## src/design/cdq_pkg.sv

```systemverilog
// ----------------------------------------------------------------------------
// cdq_pkg: shared types for the circular deque
// Request and response payloads, operation and status codes, the per-cell
// command word and the carry word that walks toward the front cell.
// ----------------------------------------------------------------------------
package cdq_pkg;

   localparam int WordWidth = 32;

   typedef enum logic [1:0] {
      KIND_PUSH_FRONT = 2'd0,
      KIND_PUSH_BACK  = 2'd1,
      KIND_POP_FRONT  = 2'd2,
      KIND_POP_BACK   = 2'd3
   } cdq_kind_type;

   typedef enum logic [1:0] {
      STATUS_DONE  = 2'd0,
      STATUS_FULL  = 2'd1,
      STATUS_EMPTY = 2'd2
   } cdq_status_type;

   typedef struct packed {
      cdq_kind_type                kind;
      logic signed [WordWidth-1:0] value;
   } cdq_req_type;

   typedef struct packed {
      cdq_status_type              status;
      logic signed [WordWidth-1:0] popped_value;
      logic                        is_empty;
      logic                        is_full;
   } cdq_rsp_type;

   // Command broadcast to every cell of the row
   typedef enum logic [2:0] {
      OP_HOLD,
      OP_SHIFT_RIGHT,
      OP_SHIFT_LEFT,
      OP_APPEND,
      OP_COLLECT,
      OP_DROP
   } cdq_op_type;

   typedef struct packed {
      cdq_op_type                  op;
      logic signed [WordWidth-1:0] word;
   } cdq_ctrl_type;

   // Back word on its way to the front cell
   typedef struct packed {
      logic                        valid;
      logic signed [WordWidth-1:0] data;
   } cdq_carry_type;

   typedef enum logic {
      ST_IDLE,
      ST_COLLECT
   } cdq_state_type;

endpackage

```

## src/design/cdq_cell.sv

```systemverilog
// ----------------------------------------------------------------------------
// cdq_cell: one storage cell of the deque row
// Holds one word and its valid bit; shifts with its neighbors, appends at the
// first free position, and forwards the back word toward the front.
// ----------------------------------------------------------------------------
module cdq_cell (
   input  logic                                clock,
   input  logic                                reset,
   input  cdq_pkg::cdq_ctrl_type               ctrl,
   input  logic                                left_valid,
   input  logic signed [cdq_pkg::WordWidth-1:0] left_data,
   input  logic                                right_valid,
   input  logic signed [cdq_pkg::WordWidth-1:0] right_data,
   input  cdq_pkg::cdq_carry_type              right_carry,
   output logic                                valid,
   output logic signed [cdq_pkg::WordWidth-1:0] data,
   output cdq_pkg::cdq_carry_type              carry
);
   import cdq_pkg::*;

   logic                        valid_ff, valid_in;
   logic signed [WordWidth-1:0] data_ff, data_in;
   cdq_carry_type               carry_ff, carry_in;
   logic                        is_last;

   // This cell holds the back word
   assign is_last = valid_ff & ~right_valid;

   // Compute next cell contents from the broadcast command
   always_comb begin
      valid_in = valid_ff;
      data_in  = data_ff;
      carry_in = '0;
      unique case (ctrl.op)
         OP_HOLD: begin
         end
         OP_SHIFT_RIGHT: begin
            valid_in = left_valid;
            data_in  = left_data;
         end
         OP_SHIFT_LEFT: begin
            valid_in = right_valid;
            data_in  = right_data;
         end
         OP_APPEND: begin
            if (!valid_ff && left_valid) begin
               valid_in = 1'b1;
               data_in  = ctrl.word;
            end
         end
         OP_COLLECT: begin
            if (is_last) begin
               carry_in.valid = 1'b1;
               carry_in.data  = data_ff;
            end else begin
               carry_in = right_carry;
            end
         end
         OP_DROP: begin
            if (is_last) begin
               valid_in = 1'b0;
            end
         end
         default: begin
         end
      endcase
   end

   // Update valid bits under reset, data words every cycle
   always_ff @(posedge clock) begin
      if (reset) begin
         valid_ff       <= 1'b0;
         carry_ff.valid <= 1'b0;
      end else begin
         valid_ff       <= valid_in;
         carry_ff.valid <= carry_in.valid;
      end
      data_ff       <= data_in;
      carry_ff.data <= carry_in.data;
   end

   assign valid = valid_ff;
   assign data  = data_ff;
   assign carry = carry_ff;

endmodule

```

## src/design/circular_deque.sv

```systemverilog
// ----------------------------------------------------------------------------
// circular_deque: double-ended queue of signed 32-bit words
// Row of DEPTH cells with the front word always in cell 0.
// ----------------------------------------------------------------------------
// Each request pushes or pops one word at either end and yields one response
// with a status, the popped word (zero unless a pop succeeds) and the empty
// and full flags after the request. Push at either end and pop at the front
// complete directly: the whole row shifts or the first free cell takes the
// word. Pop at the back walks the back word one cell per cycle down the carry
// chain and responds when it reaches cell 0. A new request is taken once the
// previous one is done and its response has left the output register or
// leaves it in the same cycle. Rejected requests change nothing.
module circular_deque #(
   parameter int DEPTH = 8
) (
   input  logic                 clock,
   input  logic                 reset,
   input  logic                 req_valid,
   output logic                 req_ready,
   input  cdq_pkg::cdq_req_type req_data,
   output logic                 rsp_valid,
   input  logic                 rsp_ready,
   output cdq_pkg::cdq_rsp_type rsp_data
);
   import cdq_pkg::*;

   localparam int CountWidth = $clog2(DEPTH + 1);
   localparam logic [CountWidth-1:0] CountFull = CountWidth'(DEPTH);
   localparam logic [CountWidth-1:0] CountOne  = CountWidth'(1);

   cdq_state_type           state_ff, state_in;
   logic [CountWidth-1:0]   count_ff, count_in;
   logic                    rsp_valid_ff, rsp_valid_in;
   cdq_rsp_type             rsp_data_ff, rsp_data_in;
   logic                    rsp_load;
   logic                    accept;
   logic                    is_full, is_empty;
   cdq_ctrl_type            ctrl;

   logic                    cell_valid [DEPTH];
   logic signed [WordWidth-1:0] cell_data [DEPTH];
   cdq_carry_type           cell_carry [DEPTH];

   assign is_full   = (count_ff == CountFull);
   assign is_empty  = (count_ff == '0);
   assign req_ready = (state_ff == ST_IDLE) && (!rsp_valid_ff || rsp_ready);
   assign accept    = req_valid && req_ready;

   // Next state
   always_comb begin
      state_in = state_ff;
      unique case (state_ff)
         ST_IDLE: begin
            if (accept && req_data.kind == KIND_POP_BACK && !is_empty) begin
               state_in = ST_COLLECT;
            end
         end
         ST_COLLECT: begin
            if (cell_carry[0].valid) begin
               state_in = ST_IDLE;
            end
         end
         default: state_in = ST_IDLE;
      endcase
   end

   // Cell command, count update and response
   always_comb begin
      ctrl.op      = OP_HOLD;
      ctrl.word    = req_data.value;
      count_in     = count_ff;
      rsp_load     = 1'b0;
      rsp_data_in  = rsp_data_ff;
      unique case (state_ff)
         ST_IDLE: begin
            if (accept) begin
               rsp_load                 = 1'b1;
               rsp_data_in.status       = STATUS_DONE;
               rsp_data_in.popped_value = '0;
               unique case (req_data.kind)
                  KIND_PUSH_FRONT, KIND_PUSH_BACK: begin
                     if (is_full) begin
                        rsp_data_in.status = STATUS_FULL;
                     end else begin
                        ctrl.op  = (req_data.kind == KIND_PUSH_FRONT) ?
                                   OP_SHIFT_RIGHT : OP_APPEND;
                        count_in = count_ff + CountOne;
                     end
                  end
                  KIND_POP_FRONT: begin
                     if (is_empty) begin
                        rsp_data_in.status = STATUS_EMPTY;
                     end else begin
                        ctrl.op                  = OP_SHIFT_LEFT;
                        rsp_data_in.popped_value = cell_data[0];
                        count_in                 = count_ff - CountOne;
                     end
                  end
                  KIND_POP_BACK: begin
                     if (is_empty) begin
                        rsp_data_in.status = STATUS_EMPTY;
                     end else begin
                        // Start the walk; respond when it reaches cell 0
                        ctrl.op  = OP_COLLECT;
                        rsp_load = 1'b0;
                     end
                  end
                  default: begin
                  end
               endcase
            end
         end
         ST_COLLECT: begin
            if (cell_carry[0].valid) begin
               ctrl.op                  = OP_DROP;
               count_in                 = count_ff - CountOne;
               rsp_load                 = 1'b1;
               rsp_data_in.status       = STATUS_DONE;
               rsp_data_in.popped_value = cell_carry[0].data;
            end else begin
               ctrl.op = OP_COLLECT;
            end
         end
         default: begin
         end
      endcase
      rsp_data_in.is_empty = (count_in == '0);
      rsp_data_in.is_full  = (count_in == CountFull);
   end

   // Hold the response until taken
   always_comb begin
      rsp_valid_in = rsp_valid_ff;
      if (rsp_load) begin
         rsp_valid_in = 1'b1;
      end else if (rsp_ready) begin
         rsp_valid_in = 1'b0;
      end
   end

   always_ff @(posedge clock) begin
      if (reset) begin
         state_ff     <= ST_IDLE;
         count_ff     <= '0;
         rsp_valid_ff <= 1'b0;
      end else begin
         state_ff     <= state_in;
         count_ff     <= count_in;
         rsp_valid_ff <= rsp_valid_in;
      end
   end

   always_ff @(posedge clock) begin
      if (rsp_load) begin
         rsp_data_ff <= rsp_data_in;
      end
   end

   assign rsp_valid = rsp_valid_ff;
   assign rsp_data  = rsp_data_ff;

   // Row of cells, front at index 0
   for (genvar i = 0; i < DEPTH; i++) begin : g_cell
      logic                        left_valid, right_valid;
      logic signed [WordWidth-1:0] left_data, right_data;
      cdq_carry_type               right_carry;

      if (i == 0) begin : g_first
         assign left_valid = 1'b1;
         assign left_data  = req_data.value;
      end else begin : g_inner_left
         assign left_valid = cell_valid[i-1];
         assign left_data  = cell_data[i-1];
      end

      if (i == DEPTH - 1) begin : g_last
         assign right_valid = 1'b0;
         assign right_data  = '0;
         assign right_carry = '0;
      end else begin : g_inner_right
         assign right_valid = cell_valid[i+1];
         assign right_data  = cell_data[i+1];
         assign right_carry = cell_carry[i+1];
      end

      cdq_cell u_cell (
         .clock       (clock),
         .reset       (reset),
         .ctrl        (ctrl),
         .left_valid  (left_valid),
         .left_data   (left_data),
         .right_valid (right_valid),
         .right_data  (right_data),
         .right_carry (right_carry),
         .valid       (cell_valid[i]),
         .data        (cell_data[i]),
         .carry       (cell_carry[i])
      );
   end

   // Occupancy never exceeds the row
   assert property (@(posedge clock) disable iff (reset) count_ff <= CountFull)
      else $error("occupancy above depth");

   // Front cell is filled exactly when the deque is not empty
   assert property (@(posedge clock) disable iff (reset)
      cell_valid[0] == (count_ff != '0))
      else $error("front cell valid disagrees with occupancy");

   // No request taken while the back word is walking
   assert property (@(posedge clock) disable iff (reset)
      state_ff == ST_COLLECT |-> !req_ready && count_ff != '0)
      else $error("request taken during back pop");

   // Carry reaches cell 0 only during a back pop
   assert property (@(posedge clock) disable iff (reset)
      cell_carry[0].valid |-> state_ff == ST_COLLECT)
      else $error("stray carry at front cell");

   // A finished back pop leaves a response behind
   assert property (@(posedge clock) disable iff (reset)
      state_ff == ST_COLLECT && cell_carry[0].valid |=> rsp_valid_ff && state_ff == ST_IDLE)
      else $error("back pop finished without response");

endmodule

```

## config.mk

```make
export PLATFORM = sky130hd
export DESIGN_NAME = circular_deque
export DESIGN_NICKNAME = d
export VERILOG_FILES = /design/src/design/cdq_pkg.sv /design/src/design/cdq_cell.sv /design/src/design/circular_deque.sv
export SDC_FILE = /design/constraint.sdc
export NUM_CORES = 1
export LEC_CHECK = 0
export ABC_AREA = 1
export BUFFER_PORTS_ARGS = -buffer_cell sky130_fd_sc_hd__buf_2
export CAP_MARGIN = 20
export CORE_UTILIZATION = 51
export CTS_BUF_LIST = sky130_fd_sc_hd__clkbuf_8 sky130_fd_sc_hd__clkbuf_16
export DETAILED_ROUTE_END_ITERATION = 10
export GPL_TIMING_DRIVEN = 0
export PLACE_DENSITY_LB_ADDON = 0.2
export SLEW_MARGIN = 0
export SYNTH_ARGS = -nofsm -noshare
export SYNTH_HDL_FRONTEND = slang
export SYNTH_SLANG_ARGS = --single-unit
```

## constraint.sdc

```tcl
create_clock -name clock -period 4 [get_ports clock]
set_input_delay 0.4 -clock clock [delete_from_list [all_inputs] [get_ports clock]]
set_output_delay 0.4 -clock clock [all_outputs]
set_load 0.05 [all_outputs]
```

==> results.txt, run 1 <==
----------------------------------------------------
[Power and ir drop]
  Total power per unit cell area ... 526 nW/um^2
  Worst IR drop on VDD ... roughly 0.33 mV
  Leakage power ... 10.3 nW

[Clocking]
  Clock sinks ... 570
  Later-pin clock latency in the skew report ... 640 ps
  H-Tree Depth ... 2
  CTS tree ... yes
  Buffer depth of the longest clock path ... 3
  Count of buffers added by post-CTS timing repair for setup ... 0
  Hold bufs inserted after CTS ... 0
  Clock transition time at the flip-flop clock pins of the worst setup and hold paths ... ~60 ps
  Total of cells resized after clock tree synthesis ... 0
  Number of buffers inserted during clock tree synthesis ... 57
  Clock root cell ... clkbuf_16

[Status]
  Failing checks ... DRC
  Outcome ... complete, but fails checks

[STA]
  Total negative slack ... 0 ps
  Shortest period the worst path allows ... 3050 ps
  Fmax ... about 330 MHz
  Unrepaired setup endpoints after global routing ... no
  Final hold violation count ... 0
  Least-Margin Pin Slew ... 944 ps
  Fraction of the cycle the final worst path needs ... 0.762
  Final setup violating endpoints ... 0
  Pins Over Slew Limit ... 0
  Worst rel slew slack ... 0.369
  Clock Skews ... 19.8 ps

[Worst setup path]
  Data arrival, critical path ... 3390 ps
  Kind of end point of the critical path ... flip-flop
  Category of the most critical setup path ... reg -> reg
  Crit path required time ... 4350 ps
  Type of element launching the critical path ... flip-flop
  Max FO, Critical Path ... 17

[Global routing]
  Maximum number of pins on one net before global-route repair ... 33
  Number of global-route vias before repair ... 15.8k
  Number of antenna violations at the first check in global routing ... 0
  First-pass GRT wire length ... 98400 um
  Total track usage ... 0.276
  Total congestion overflow ... 0

[Synthesis]
  Count of cell types in the netlist ... 37
  Most area-consuming cells after synthesis ... edfxtp_1 36%, dfxtp_1 23%, nand2_1 9.0%, a21oi_2 5.8%, o221ai_2 5.3%
  Async set-or-reset flop fraction in the synthesized netlist ... 0
  Avg Cell Area, Syn ... approximately 11 sq um
  Number of flops mapped to enable cells by yosys ... roughly 290
  Area share of the largest cell type after synthesis ... 0.361
  Post-synth top area cell ... edfxtp_1
  Post-synthesis net count ... 2329
  Dominant register cell in the synthesized netlist ... edfxtp_1
  Post-synthesis instance area ... 24300 sq um
  Gate count after technology mapping ... 2289
  Part of the Yosys area used for sequential elements ... 0.590
  Post-synthesis sequential element count ... 570
  Total number of yosys warnings ... 0

[Route]
  Post-detailed-route via-to-cell ratio ... 5.52
  Routed length per instance ... 21.4 um
  Remaining antenna violation count after routing ... 0
  Drt initial violations ... 1861
  Number of optimization iterations in the first detailed-route pass ... 9
  Total routed wirelength ... around 66000 um
  Via total after detailed routing ... 17.0k
  Remaining design rule violation count ... 11

[Placement]
  Count of buffers from port buffering ... 74
  Gp weighted congestion ... 0.929
  Cell count after placement ... 2977
  Final HPWL DP ... 49800 um

[Cells and area]
  Core occupancy in the finished layout ... 0.588
  Layout Area Growth over Synthesis ... 13.2%
  Final cell count without fillers ... around 3k
  Number of diodes added for antenna fixing ... 0
  Share of post-route cells with drive strength above 1 ... 0.226
  NumNets Final ... approximately 2.5k

[Flow run]
  Number of max-cap violations ... 0

[Floorplanning]
  Boundary pin count ... 76
  Area of the core ... 46800 sq um
  Die outline area ... 48500 sq um
  Die X ... ~220 um
  Starting density of the core ... 0.519
  Die span in y ... 220 um
  FP Rows ... 79

[Hold path]
  Path class of the lowest-slack min-delay path ... in -> reg

----------------------------------------------------
## state kept, by name, summed over array words and instances, names as in the netlist
signal and count:
rsp_valid 1, state_ff 1, count_ff 4, rsp_data 36, g_cell.u_cell.data 256, g_cell.u_cell.valid 8, g_cell.u_cell.carry 264
## worst paths after layout
path,cells after the start,end,slack [ps],from
min,2,count_ff[3],90,reset
min reg2reg,2,g_cell[6].u_cell.carry[31],440,g_cell[7].u_cell.carry[31]
max reg2reg,10,g_cell[5].u_cell.data[23],950,count_ff[0]
max,10,g_cell[5].u_cell.data[23],950,count_ff[0]
## synthesized netlist by cell type (4+ instances only)
cell,instances
nand2_1,580
dfxtp_1,278
buf_4,12
clkbuf_1,53
nor2_2,7
clkinv_1,7
a21oi_1,72
inv_4,4
o221ai_1,106
inv_2,5
buf_8,7
o221ai_2,86
nor2_1,76
nand2_2,4
o21ai_0,44
nand3_1,34
nand2_4,32
buf_2,26
inv_1,287
edfxtp_1,292
a21oi_2,160
o31ai_1,32
buf_6,35
o21ai_1,27
## through the flow
stage / total power [mW] / hold WS, ps / setup slack (ps) / area [sq um]
4_1_cts: 14.5 / 53.5 / 980 / 27500
3_3_place_gp: 9.12 / 430 / 550 / 25400
3_5_place_dp: 9.21 / 436 / 1010 / 25600
6_report: 14.5 / 87.8 / 952 / 27500
2_1_floorplan: 8.46 / 426 / 1540 / 24300
5_1_grt: 15.0 / 69.4 / 743 / 27500
## critical path, cell delays in order, from the launching register on
cell     delay [ps]
dfxtp_1         460
inv_1           120
ha_1            270
nand3_1         190
nand2_2         120
nor2_8          200
nor2_1          110
inv_1           270
nand2_1         100
inv_1           640
buf_16          240
## power breakdown
group	leakage, nW	internal (mW)	switching [mW]	total (mW)
clock network	1.01	3.04	2.29	5.33
logic	4.29	0.633	1.65	2.29
registers	5.00	6.68	0.158	6.84
total	10.3	10.4	4.10	14.5
## layout by cell type, fill, tap and decap left out, types with 2 or more instances in the layout
cell type  count
nand2_1      580
inv_1        305
edfxtp_1     292
dfxtp_1      278
a21oi_2      160
o221ai_1     106
buf_2        100
o221ai_2      86
nor2_1        76
a21oi_1       72
clkbuf_16     59
clkbuf_1      53
o21ai_0       44
buf_6         35
nand3_1       34
nand2_4       32
o31ai_1       32
o21ai_1       27
clkinv_2      13
buf_4         12
clkinv_1       8
nor2_2         7
inv_2          7
buf_8          7
buf_16         7
clkbuf_8       6
inv_4          4
nand2_2        4
bufinv_16      4
buf_12         3
buf_1          3
nor3_1         3
nor2_8         2
nand4_1        2
xor2_1         2
ha_1           2
inv_6          2
## logic make-up (layout without fill, tap and decap cells)
kind of cell | count (synthesis) | count (layout) | synth area share
buffers and inverters | 443 | 632 | 0.0882
DFF | 570 | 570 | 0.590
xor gates and xnor gates | 2 | 2 | 0.000722
and+or+nand+nor | 745 | 745 | 0.131
adders and majority gates | 2 | 2 | 0.00103
AOI/OAI and AO/OA | 527 | 527 | 0.188
## area by class of cell
| type | count | area (sq um) |
|---|---|---|
| flip-flops and latches | 570 | 14300 |
| clock buffers | 65 | 1560 |
| plain buffers | 140 | 995 |
| clock inverters | 43 | 318 |
| fillers | 3915 | 19300 |
| inverters | 303 | 1150 |
| repair buffers | 81 | 563 |
| well taps | 607 | 759 |
| multi-input cells | 1276 | 7810 |
## per-layer routing
metal / vias up / part of all wire / global-route usage
met1: 8082 / 0.47 / 0.426
met2: 746 / 0.42 / 0.398
met5: - / 0 / 0
met4: 0 / 0.019 / 0.0754
li1: 8115 / - / -
met3: 86 / 0.086 / 0.0426
Note: power is estimated with default switching activity, not from simulation.
==> run 2: changes to the inputs <==
clock period = 3.05 ns   (was 4 ns; I/O delays follow)
==> run 2 against run 1 <==
The run still ends with DRC left. Worst setup slack worse by 760 ps. Die area is the same. Cell area is 0.24% higher. Sequential power rose by 31%. Sequential share of layout area shrank 0.13 points. Clock power rose by 31%. Routed wire length is 0.12% higher. Non-clock buffer count grew 4. Critical path type unchanged. Largest cell class unchanged.
==> results.txt, run 2 (same netlist as run 1, synthesis figures left out) <==
----------------------------------------------------
[Route]
  Via total after detailed routing ... roughly 17k
  Remaining antenna violation count after routing ... 0
  Remaining design rule violation count ... 11
  Post-detailed-route via-to-cell ratio ... between 5 and 6
  Total routed wirelength ... roughly 66000 um
  Number of optimization iterations in the first detailed-route pass ... 9
  Drt initial violations ... 1836
  Routed length per instance ... between 20 and 25 um

[Worst setup path]
  Max FO, Critical Path ... 21
  Type of element launching the critical path ... flip-flop
  Category of the most critical setup path ... reg -> reg
  Internal reg-to-reg setup slack ... between 150 and 200 ps
  Crit path required time ... 3390 ps
  Source of the worst register-to-register timing path ... count_ff[0]
  Kind of end point of the critical path ... flip-flop
  Worst-case reg-to-reg path depth ... 10
  Data arrival, critical path ... 3200 ps
  Crit Reg-Reg Endpoint ... g_cell[4].u_cell.data[27]

[STA]
  Worst rel slew slack ... 0.376
  Worst Slack Setup Final ... 191 ps
  Unrepaired setup endpoints after global routing ... no
  Final setup violating endpoints ... 0
  Clock Skews ... 21.4 ps
  Fraction of the cycle the final worst path needs ... 0.937
  Fmax ... 350 MHz
  Total negative slack ... 0 ps
  Final hold violation count ... 0
  Shortest period the worst path allows ... 2860 ps
  Pins Over Slew Limit ... 0
  Least-Margin Pin Slew ... 932 ps

[Clocking]
  Buffer depth of the longest clock path ... 3
  Clock transition time at the flip-flop clock pins of the worst setup and hold paths ... ~70 ps
  Clock root cell ... clkbuf_16
  Number of buffers inserted during clock tree synthesis ... 57
  CTS tree ... yes
  H-Tree Depth ... 2
  Later-pin clock latency in the skew report ... 630 ps
  Clock sinks ... 570

[Placement]
  Cell count after placement ... 2977
  Final HPWL DP ... about 50000 um
  Pre-CTS WS ... ~64 ps
  Gp weighted congestion ... 0.929
  Count of buffers from port buffering ... 74

[Floorplanning]
  Area of the core ... 46800 sq um
  Die span in y ... 220 um
  Die outline area ... 48500 sq um
  FP Rows ... 79
  Starting density of the core ... 0.519
  Die X ... ~220 um
  Boundary pin count ... 76

[Cells and area]
  Largest register FFs ... ~260
  Commonest cells after routing, fill and taps aside ... 580 x nand2_1, 300 x inv_1, 292 x edfxtp_1
  Layout Area Growth over Synthesis ... 13.4%
  Share of post-route cells with drive strength above 1 ... 0.228
  Number of diodes added for antenna fixing ... 0
  NumNets Final ... 2473
  Final cell count without fillers ... 3089
  Most common cell after layout, fill and taps aside ... nand2_1

[Hold path]
  Worst Hold Launch ... req_data[0]
  Cell count of the worst hold path ... 3
  Path class of the lowest-slack min-delay path ... in -> reg
  Endpoint, Worst Hold ... g_cell[0].u_cell.data[0]

[Power and ir drop]
  Total power per unit cell area ... approximately 700 nW/um^2
  Leakage power ... 10.3 nW
  Worst IR drop on VDD ... 0.426 mV

[Status]
  Outcome ... complete, but fails checks
  Failing checks ... DRC

[Global routing]
  First-pass GRT wire length ... between 90000 and 100000 um
  Total congestion overflow ... 0
  Number of antenna violations at the first check in global routing ... 0
  Number of global-route vias before repair ... 15.8k
  Total track usage ... 0.276
  Maximum number of pins on one net before global-route repair ... 33

[Flow run]
  Number of max-cap violations ... 0

----------------------------------------------------
==> run 2: through the flow <==
| step | total power [mW] | area (sq um) | utilization | hold slack (ps) |
|---|---|---|---|---|
| after global placement | 12.0 | 25400 | 0.544 | 430 |
| after CTS | 19.0 | 27500 | 0.588 | 7.37 |
| after floorplan | 11.1 | 24300 | - | 374 |
| final | 19.0 | 27500 | 0.589 | 29.9 |
| after detailed placement | 12.1 | 25600 | 0.548 | 436 |
| after global routing | 19.6 | 27500 | 0.589 | 30.8 |
==> run 2: repair_timing <==
item	in CTS	in global routing
hold buffers	2	0
buffers inserted	0	2
gates resized for setup	0	8
endpoints found under the setup margin	0	163
hold endpoints to repair	6	0
==> run 2: power breakdown <==
part / internal (mW) / leakage (nW) / switching [mW]
combinational: 0.843 / 4.28 / 2.17
sequential: 8.76 / 5.00 / 0.208
clock: 3.99 / 1.01 / 3.01
==> run 2: worst max path at each step <==
| stage | endpoint | depth (start not counted) | slack (ps) | start |
|---|---|---|---|---|
| after floorplan | g_cell[7].u_cell.data[0] | 9 | 590 | count_ff[0] |
| after global placement | g_cell[7].u_cell.data[26] | 9 | -400 | count_ff[0] |
| after detailed placement | g_cell[5].u_cell.data[23] | 10 | 60 | count_ff[0] |
| after CTS | g_cell[5].u_cell.data[23] | 10 | 30 | count_ff[0] |
| after global routing | g_cell[4].u_cell.data[12] | 10 | 10 | count_ff[0] |
| final | g_cell[4].u_cell.data[27] | 10 | 190 | count_ff[0] |
==> run 2: cell type report <==
| class | instances | area [sq um] |
|---|---|---|
| tap | 607 | 759 |
| sequential | 570 | 14300 |
| inverter | 303 | 1170 |
| timing repair buffer | 85 | 611 |
| multi-input combinational | 1276 | 7810 |
| clock buffer | 65 | 1560 |
| clock inverter | 43 | 318 |
| fill | 3912 | 19200 |
| buffer | 140 | 995 |
==> run 2: routing by layer <==
layer,GRT usage,share of wire,vias to the layer above
met4,0.0754,0.018,0
met3,0.0426,0.089,82
met1,0.426,0.47,8087
met2,0.398,0.43,769
li1,-,-,8123
met5,0,0,-
==> run 2: critical path: stages (launching register included) <==
cell	delay (ps)
dfxtp_1	470
inv_1	130
ha_1	280
nand3_1	190
nand2_2	120
nor2_8	200
nor2_1	110
inv_1	270
nand2_1	90
inv_1	440
buf_16	240
